===== src/rtl/core/tcc_pkg.sv =====
`default_nettype none
// ----------------------------------------------------------------------------
// tcc_pkg
// Shared types and constants of the text console cursor and scroll block.
// ----------------------------------------------------------------------------
package tcc_pkg;

	localparam int COLUMNS_DEF  = 80;
	localparam int ROWS_DEF     = 32;

	localparam int CHAR_W       = 8;
	localparam int SLOT_PORT_W  = 6;
	localparam int COL_PORT_W   = 7;
	localparam int GLYPH_W      = 8;

	localparam logic CMD_DRAW   = 1'b0;
	localparam logic CMD_CLEAR  = 1'b1;

	localparam logic [CHAR_W-1:0] CHAR_LF        = 8'h0A;
	localparam logic [CHAR_W-1:0] CTRL_LOW_MAX   = 8'h1F;
	localparam logic [CHAR_W-1:0] CTRL_HIGH_MIN  = 8'h7F;
	localparam logic [CHAR_W-1:0] CTRL_HIGH_MAX  = 8'h9F;
	localparam logic [CHAR_W-1:0] GLYPH_OFFSET   = 8'd32;

	typedef struct packed {
		logic                   command;
		logic [SLOT_PORT_W-1:0] row_slot;
		logic [COL_PORT_W-1:0]  column;
		logic [GLYPH_W-1:0]     glyph_index;
		logic [SLOT_PORT_W-1:0] top_slot;
		logic                   last;
	} cmd_t;

	// up to two commands caused by one byte, in delivery order
	typedef struct packed {
		logic valid0;
		cmd_t cmd0;
		logic valid1;
		cmd_t cmd1;
	} cmd_pair_t;

endpackage
`default_nettype wire


===== src/rtl/core/tcc_cursor.sv =====
`default_nettype none
// ----------------------------------------------------------------------------
// tcc_cursor
// Cursor and ring base registers; decodes one byte into its commands.
// ----------------------------------------------------------------------------
module tcc_cursor import tcc_pkg::*; #(
	parameter int COLUMNS = COLUMNS_DEF,
	parameter int ROWS    = ROWS_DEF
) (
	input  wire logic              clk,
	input  wire logic              arst_n,
	input  wire logic              step,
	input  wire logic [CHAR_W-1:0] char_code,
	output cmd_pair_t              cmds
);

	localparam int COL_W  = $clog2(COLUMNS);
	localparam int ROW_W  = $clog2(ROWS);
	localparam int SLOT_W = $clog2(ROWS + 1);

	logic [COL_W-1:0]  col_q;
	logic [ROW_W-1:0]  row_q;
	logic [SLOT_W-1:0] base_q;

	logic              is_ctrl, is_lf, printable;
	logic              bottom, wraps, new_line, scroll;
	logic [SLOT_W:0]   slot_sum;
	logic [SLOT_W-1:0] slot_cur, base_next;
	cmd_t              draw_cmd, clear_cmd;

	always_comb begin
		is_ctrl   = (char_code <= CTRL_LOW_MAX) ||
		            ((char_code >= CTRL_HIGH_MIN) && (char_code <= CTRL_HIGH_MAX));
		is_lf     = (char_code == CHAR_LF);
		printable = !is_ctrl;
		bottom    = (row_q == ROW_W'(ROWS - 1));
		wraps     = (col_q == COL_W'(COLUMNS - 1));
		new_line  = is_lf || (printable && wraps);
		scroll    = new_line && bottom;

		// screen row -> physical slot, mod ROWS+1
		slot_sum  = {1'b0, base_q} + (SLOT_W+1)'(row_q);
		if (slot_sum >= (SLOT_W+1)'(ROWS + 1)) begin
			slot_sum = slot_sum - (SLOT_W+1)'(ROWS + 1);
		end
		slot_cur  = slot_sum[SLOT_W-1:0];
		base_next = (base_q == SLOT_W'(ROWS)) ? '0 : base_q + 1'b1;

		draw_cmd.command     = CMD_DRAW;
		draw_cmd.row_slot    = SLOT_PORT_W'(slot_cur);
		draw_cmd.column      = COL_PORT_W'(col_q);
		draw_cmd.glyph_index = char_code - GLYPH_OFFSET;
		draw_cmd.top_slot    = SLOT_PORT_W'(base_q);
		draw_cmd.last        = !scroll;

		clear_cmd.command     = CMD_CLEAR;
		clear_cmd.row_slot    = SLOT_PORT_W'(base_q);
		clear_cmd.column      = '0;
		clear_cmd.glyph_index = '0;
		clear_cmd.top_slot    = SLOT_PORT_W'(base_next);
		clear_cmd.last        = 1'b1;

		cmds.valid0 = printable || (is_lf && bottom);
		cmds.cmd0   = printable ? draw_cmd : clear_cmd;
		cmds.valid1 = printable && scroll;
		cmds.cmd1   = clear_cmd;
	end

	always_ff @(posedge clk or negedge arst_n) begin
		if (!arst_n) begin
			col_q  <= '0;
			row_q  <= '0;
			base_q <= '0;
		end else if (step && (printable || is_lf)) begin
			if (new_line) begin
				col_q <= '0;
				if (bottom) begin
					base_q <= base_next;
				end else begin
					row_q <= row_q + 1'b1;
				end
			end else begin
				col_q <= col_q + 1'b1;
			end
		end
	end

endmodule
`default_nettype wire


===== src/rtl/core/tcc_out_queue.sv =====
`default_nettype none
// ----------------------------------------------------------------------------
// tcc_out_queue
// Result register plus one holding slot for the second command of a byte.
// ----------------------------------------------------------------------------
module tcc_out_queue import tcc_pkg::*; (
	input  wire logic      clk,
	input  wire logic      arst_n,
	input  wire logic      push,
	input  wire cmd_pair_t cmds,
	output logic           can_take,
	output logic           out_valid,
	input  wire logic      out_ready,
	output cmd_t           out_cmd
);

	logic out_valid_q, pend_valid_q;
	cmd_t out_q, pend_q;
	logic out_free;

	assign out_free  = !out_valid_q || out_ready;
	assign can_take  = !pend_valid_q && out_free;
	assign out_valid = out_valid_q;
	assign out_cmd   = out_q;

	always_ff @(posedge clk or negedge arst_n) begin
		if (!arst_n) begin
			out_valid_q  <= 1'b0;
			pend_valid_q <= 1'b0;
		end else if (pend_valid_q) begin
			if (out_free) begin
				out_valid_q  <= 1'b1;
				pend_valid_q <= 1'b0;
			end
		end else if (push) begin
			if (cmds.valid0) begin
				out_valid_q <= 1'b1;
			end else if (out_ready) begin
				out_valid_q <= 1'b0;
			end
			pend_valid_q <= cmds.valid1;
		end else if (out_ready) begin
			out_valid_q <= 1'b0;
		end
	end

	always_ff @(posedge clk) begin
		if (pend_valid_q) begin
			if (out_free) begin
				out_q <= pend_q;
			end
		end else if (push && cmds.valid0) begin
			out_q  <= cmds.cmd0;
			pend_q <= cmds.cmd1;
		end
	end

endmodule
`default_nettype wire


===== src/rtl/core/text_console_cursor_scroll.sv =====
`default_nettype none
// ----------------------------------------------------------------------------
// text_console_cursor_scroll
// Cursor and scroll control of a text console: bytes in, draw/clear commands out.
// ----------------------------------------------------------------------------
// Usage:
//   Input channel (in_valid/in_ready, char_code) takes one byte per transfer.
//   Output channel (out_valid/out_ready) moves one command per transfer:
//   draw glyph at (row_slot, column) or clear row slot, with top_slot and
//   last (final command of the byte).
//   Path: a taken byte lands in the input register, is decoded once the output
//   side can take both its commands, and its first command is registered.
//   Throughput, set by the result register and its one-entry holding slot:
//   one byte per cycle for bytes with zero or one command while out_ready
//   is high; a printable byte that fills the bottom line gives draw then
//   clear, and the next byte is decoded only once the clear has left the slot.
//   Ignored control bytes still pass through the input register but
//   produce no transfer.
//   Reset (arst_n low) homes the cursor to column 0, row 0, ring base 0 and
//   drops everything in flight.
//   When out_ready is low, the result register holds; the input register
//   still fills, then in_ready drops until the output frees up.
// ----------------------------------------------------------------------------
module text_console_cursor_scroll import tcc_pkg::*; #(
	parameter int COLUMNS = COLUMNS_DEF,
	parameter int ROWS    = ROWS_DEF
) (
	input  wire logic                   clk,
	input  wire logic                   arst_n,
	input  wire logic                   in_valid,
	output logic                        in_ready,
	input  wire logic [CHAR_W-1:0]      char_code,
	output logic                        out_valid,
	input  wire logic                   out_ready,
	output logic                        command,
	output logic [SLOT_PORT_W-1:0]      row_slot,
	output logic [COL_PORT_W-1:0]       column,
	output logic [GLYPH_W-1:0]          glyph_index,
	output logic [SLOT_PORT_W-1:0]      top_slot,
	output logic                        last
);

	// input register
	logic              valid_s1;
	logic [CHAR_W-1:0] char_s1;

	logic      can_take, step;
	cmd_pair_t cmds;
	cmd_t      out_cmd;

	// decode the staged byte whenever the output side can absorb both commands
	assign step     = valid_s1 && can_take;
	assign in_ready = !valid_s1 || step;

	always_ff @(posedge clk or negedge arst_n) begin
		if (!arst_n) begin
			valid_s1 <= 1'b0;
		end else if (in_valid && in_ready) begin
			valid_s1 <= 1'b1;
		end else if (step) begin
			valid_s1 <= 1'b0;
		end
	end

	always_ff @(posedge clk) begin
		if (in_valid && in_ready) begin
			char_s1 <= char_code;
		end
	end

	tcc_cursor #(
		.COLUMNS(COLUMNS),
		.ROWS   (ROWS)
	) u_cursor (
		.clk      (clk),
		.arst_n   (arst_n),
		.step     (step),
		.char_code(char_s1),
		.cmds     (cmds)
	);

	tcc_out_queue u_out (
		.clk      (clk),
		.arst_n   (arst_n),
		.push     (step),
		.cmds     (cmds),
		.can_take (can_take),
		.out_valid(out_valid),
		.out_ready(out_ready),
		.out_cmd  (out_cmd)
	);

	assign command     = out_cmd.command;
	assign row_slot    = out_cmd.row_slot;
	assign column      = out_cmd.column;
	assign glyph_index = out_cmd.glyph_index;
	assign top_slot    = out_cmd.top_slot;
	assign last        = out_cmd.last;

endmodule
`default_nettype wire


===== config.mk =====
export PLATFORM = sky130hd
export DESIGN_NAME = text_console_cursor_scroll
export DESIGN_NICKNAME = d
export VERILOG_FILES = /design/src/rtl/core/tcc_pkg.sv /design/src/rtl/core/tcc_cursor.sv /design/src/rtl/core/tcc_out_queue.sv /design/src/rtl/core/text_console_cursor_scroll.sv
export SDC_FILE = /design/constraint.sdc
export NUM_CORES = 1
export LEC_CHECK = 0
export BUFFER_PORTS_ARGS = -buffer_cell sky130_fd_sc_hd__buf_2
export CORE_MARGIN = 10
export CORE_UTILIZATION = 30
export DETAILED_ROUTE_END_ITERATION = 6
export PLACE_DENSITY = 0.43
export SYNTH_ARGS = -nofsm -noshare
export SYNTH_HDL_FRONTEND = slang
export SYNTH_SLANG_ARGS = --single-unit

===== constraint.sdc =====
create_clock -name clk -period 4.22 [get_ports clk]
set_input_delay 1.266 -clock clk [delete_from_list [all_inputs] [get_ports clk]]
set_output_delay 1.266 -clock clk [all_outputs]
set_load 0.005 [all_outputs]

==> results.sh <==
export IMPL_clk_pin_slew_ns=0.05
export IMPL_detailed_place_hpwl_um=5805
export IMPL_io_pins=43
export IMPL_synthCells=303
export IMPL_first_pass_iters=4
export IMPL_core_area_um2=11320
export IMPL_grt_overflow_total=0
export IMPL_vias=2372
export IMPL_avgSynthCellArea_um2=11.34
export IMPL_synth_cell_types=47
export IMPL_cap_violations=0
export IMPL_layout_drive_gt1_share_pct=19.03
export IMPL_endpoint_kind="primary output"
export IMPL_ys_seq_elements=70
export IMPL_register_area_um2=1997
export IMPL_start_kind="input pin"
export IMPL_viasPerCell=4.792
export IMPL_die_w_um=127.0
export IMPL_finalCriticalPeriod_ns=3.172
export IMPL_hold_viol_final=0
export IMPL_wl_met3_um=384
export IMPL_start_util_pct=30.35
export IMPL_synth_top_area_cell="edfxtp_1"
export IMPL_track_usage_pct=10.31
export IMPL_wl_um=7934
export IMPL_yosysTopAreaCellShare_pct=42.83
export IMPL_antenna_found_initial=0
export IMPL_portBuffers=42
export IMPL_setup_viol=0
export IMPL_peakVddDrop_v=0.0001906
export IMPL_worst_pin_slew_ns=0.9211
export IMPL_numCtsBuffers=9
export IMPL_dieArea_um2=16130
export IMPL_power_density_nw_per_um2=445.0
export IMPL_syn_area_um2=3436
export IMPL_postCtsSetupBuffers=0
export IMPL_fin_crit_sh_pct=75.17
export IMPL_nNetsFinal=373
export IMPL_highest_layer="met4"
export IMPL_multiInputGateArea_um2=1341
export IMPL_synthArstFlopShare_pct=30.00
export IMPL_clock_skew_ns=0.01305
export IMPL_drt_iter0_drc=178
export IMPL_rows=39
export IMPL_dp_cells=479
export IMPL_crit_path_max_fanout=3
export IMPL_critPathKind="input pin to primary output"
export IMPL_insertion_delay_ns=0.33
export IMPL_crit_required_ns=2.95
export IMPL_ctsHoldBuffers=0
export IMPL_area_growth_synth_to_final_pct=19.12
export IMPL_synth_commonest_cells="49 x edfxtp_1, 29 x nand2_1, 25 x nor2_1"
export IMPL_rsz0062_at_grt="false"
export IMPL_grt_pass1_wl_um=13200
export IMPL_antennaDiodeCount=0
export IMPL_ant_nets=0
export IMPL_htree_levels=3
export IMPL_outcome="finished, final reports clean"
export IMPL_die_height_um=127.0
export IMPL_netlist_top_cells_area="edfxtp_1 43%, dfrtp_1 15%, ha_1 4.7%"
export IMPL_gp_congestion=0.7885
export IMPL_synth_edf_count=49
export IMPL_holdCritPathClass="register to register"
export IMPL_synth_warnings=0
export IMPL_wl_met1_um=3767
export IMPL_max_slew_margin_pct=38.12
export IMPL_max_clock_freq_mhz=315.2
export IMPL_yosysSeqAreaShare_pct=58.12
export IMPL_fin_cells=495
export IMPL_drc=0
export IMPL_cts_tree="built"
export IMPL_tns_ns=0
export IMPL_cts_root_buf="clkbuf_16"
export IMPL_synth_net_count=329
export IMPL_clk_path_buf_depth=2
export IMPL_cts_resized=0
export IMPL_slew_violations=0
export IMPL_wire_per_inst_um=16.03
export IMPL_fill_cells=1143
export IMPL_clock_sinks=70
export IMPL_synth_most_common_cell="edfxtp_1"
export IMPL_grt_pass1_vias=2413
export IMPL_wl_met2_um=3666
export IMPL_p_leak_uw=0.001686
export IMPL_grt_max_degree=27
export IMPL_cp_data_arrival_time_ns=1.91
export IMPL_ys_flop_type="edfxtp_1"
==> layout by cell type, fill, tap and decap left out, types with 2 or more instances in the layout <==
master and n:
and2_1 13, o21ai_0 16, edfxtp_1 49, clkinv_1 2, inv_1 11, xnor2_1 9, mux2_2 2, a21oi_1 8
nand4_1 4, dfrtp_1 21, ha_1 13, mux2i_1 6, and3_1 7, nand2b_1 4, clkinv_2 2, xor2_1 10
clkbuf_16 9, buf_2 42, nand2_1 29, a31oi_1 3, nor2b_1 3, nor3_1 9, o211ai_1 2, nand3_1 18
buf_4 3, or3_1 4, nor2_1 25, clkbuf_1 2
==> area by class of cell <==
cell class	count	area share, %
timing repair buffer	45	5.686
multi-input combinational	208	32.77
tap	143	4.372
clock inverter	4	1.162
clock buffer	12	6.023
inverter	13	1.192
sequential	70	48.79
==> metrics by stage <==
stage | setup WS [ns] | total power, uW | util [%] | cell area, um2 | hold slack [ns]
2_1_floorplan | 0.3814 | 1011 | - | 3436 | 0.4512
3_3_place_gp | 1.031 | 1097 | 33.55 | 3799 | 0.4997
3_5_place_dp | 0.9868 | 1100 | 33.55 | 3799 | 0.5030
4_1_cts | 1.038 | 1850 | 36.15 | 4093 | 0.5119
5_1_grt | 0.9273 | 1922 | 36.15 | 4093 | 0.5215
6_report | 1.048 | 1821 | 36.15 | 4093 | 0.5064
==> worst paths after layout <==
path	from	slack [ns]	depth (start not counted)	to
max	out_ready	1.05	4	in_ready
min	u_cursor.row_q[3]	0.51	1	u_cursor.row_q[3]
max reg2reg	u_cursor.base_q[0]	1.12	9	u_out.out_cmd[24]
min reg2reg	u_cursor.row_q[3]	0.51	1	u_cursor.row_q[3]
max in group asynchronous	arst_n	2.95	1	u_out.pend_valid_q
min in group asynchronous	arst_n	0.91	1	u_cursor.row_q[4]
==> registers in the layout (all words and copies together), names as in the netlist <==
name	cells
u_cursor.col_q	7
u_out.pend_valid_q	1
u_out.pend_q	12
u_cursor.row_q	5
u_out.out_valid	1
char_s1	8
valid_s1	1
u_cursor.base_q	6
u_out.out_cmd	29
==> critical path, stage by stage <==
cell and delay (ns):
buf_2 0.10, nor2b_1 0.17, o21ai_0 0.16, buf_2 0.20
==> metal layers <==
layer | track usage [%] | vias up
met3 | 3.639 | 9
met2 | 15.52 | 44
met4 | 4.287 | 0
li1 | - | 1175
met1 | 13.16 | 1144
met5 | 0 | -
==> logic make-up (layout without fill, tap and decap cells) <==
family	after synthesis	in the layout	synth area share (%)
adders and majority gates	14	14	5.317
and+or+nand+nor	121	121	17.23
xor gates and xnor gates	19	19	4.843
muxes	8	8	2.404
DFF	70	70	58.12
buffers and inverters	25	74	2.950
AOI/OAI and AO/OA	46	46	9.141
==> power by group <==
group | internal [uW] | switching (uW)
sequential | 824 | 43.3
combinational | 92.8 | 119
clock | 471 | 271
Power figures use the tool's default switching activity.
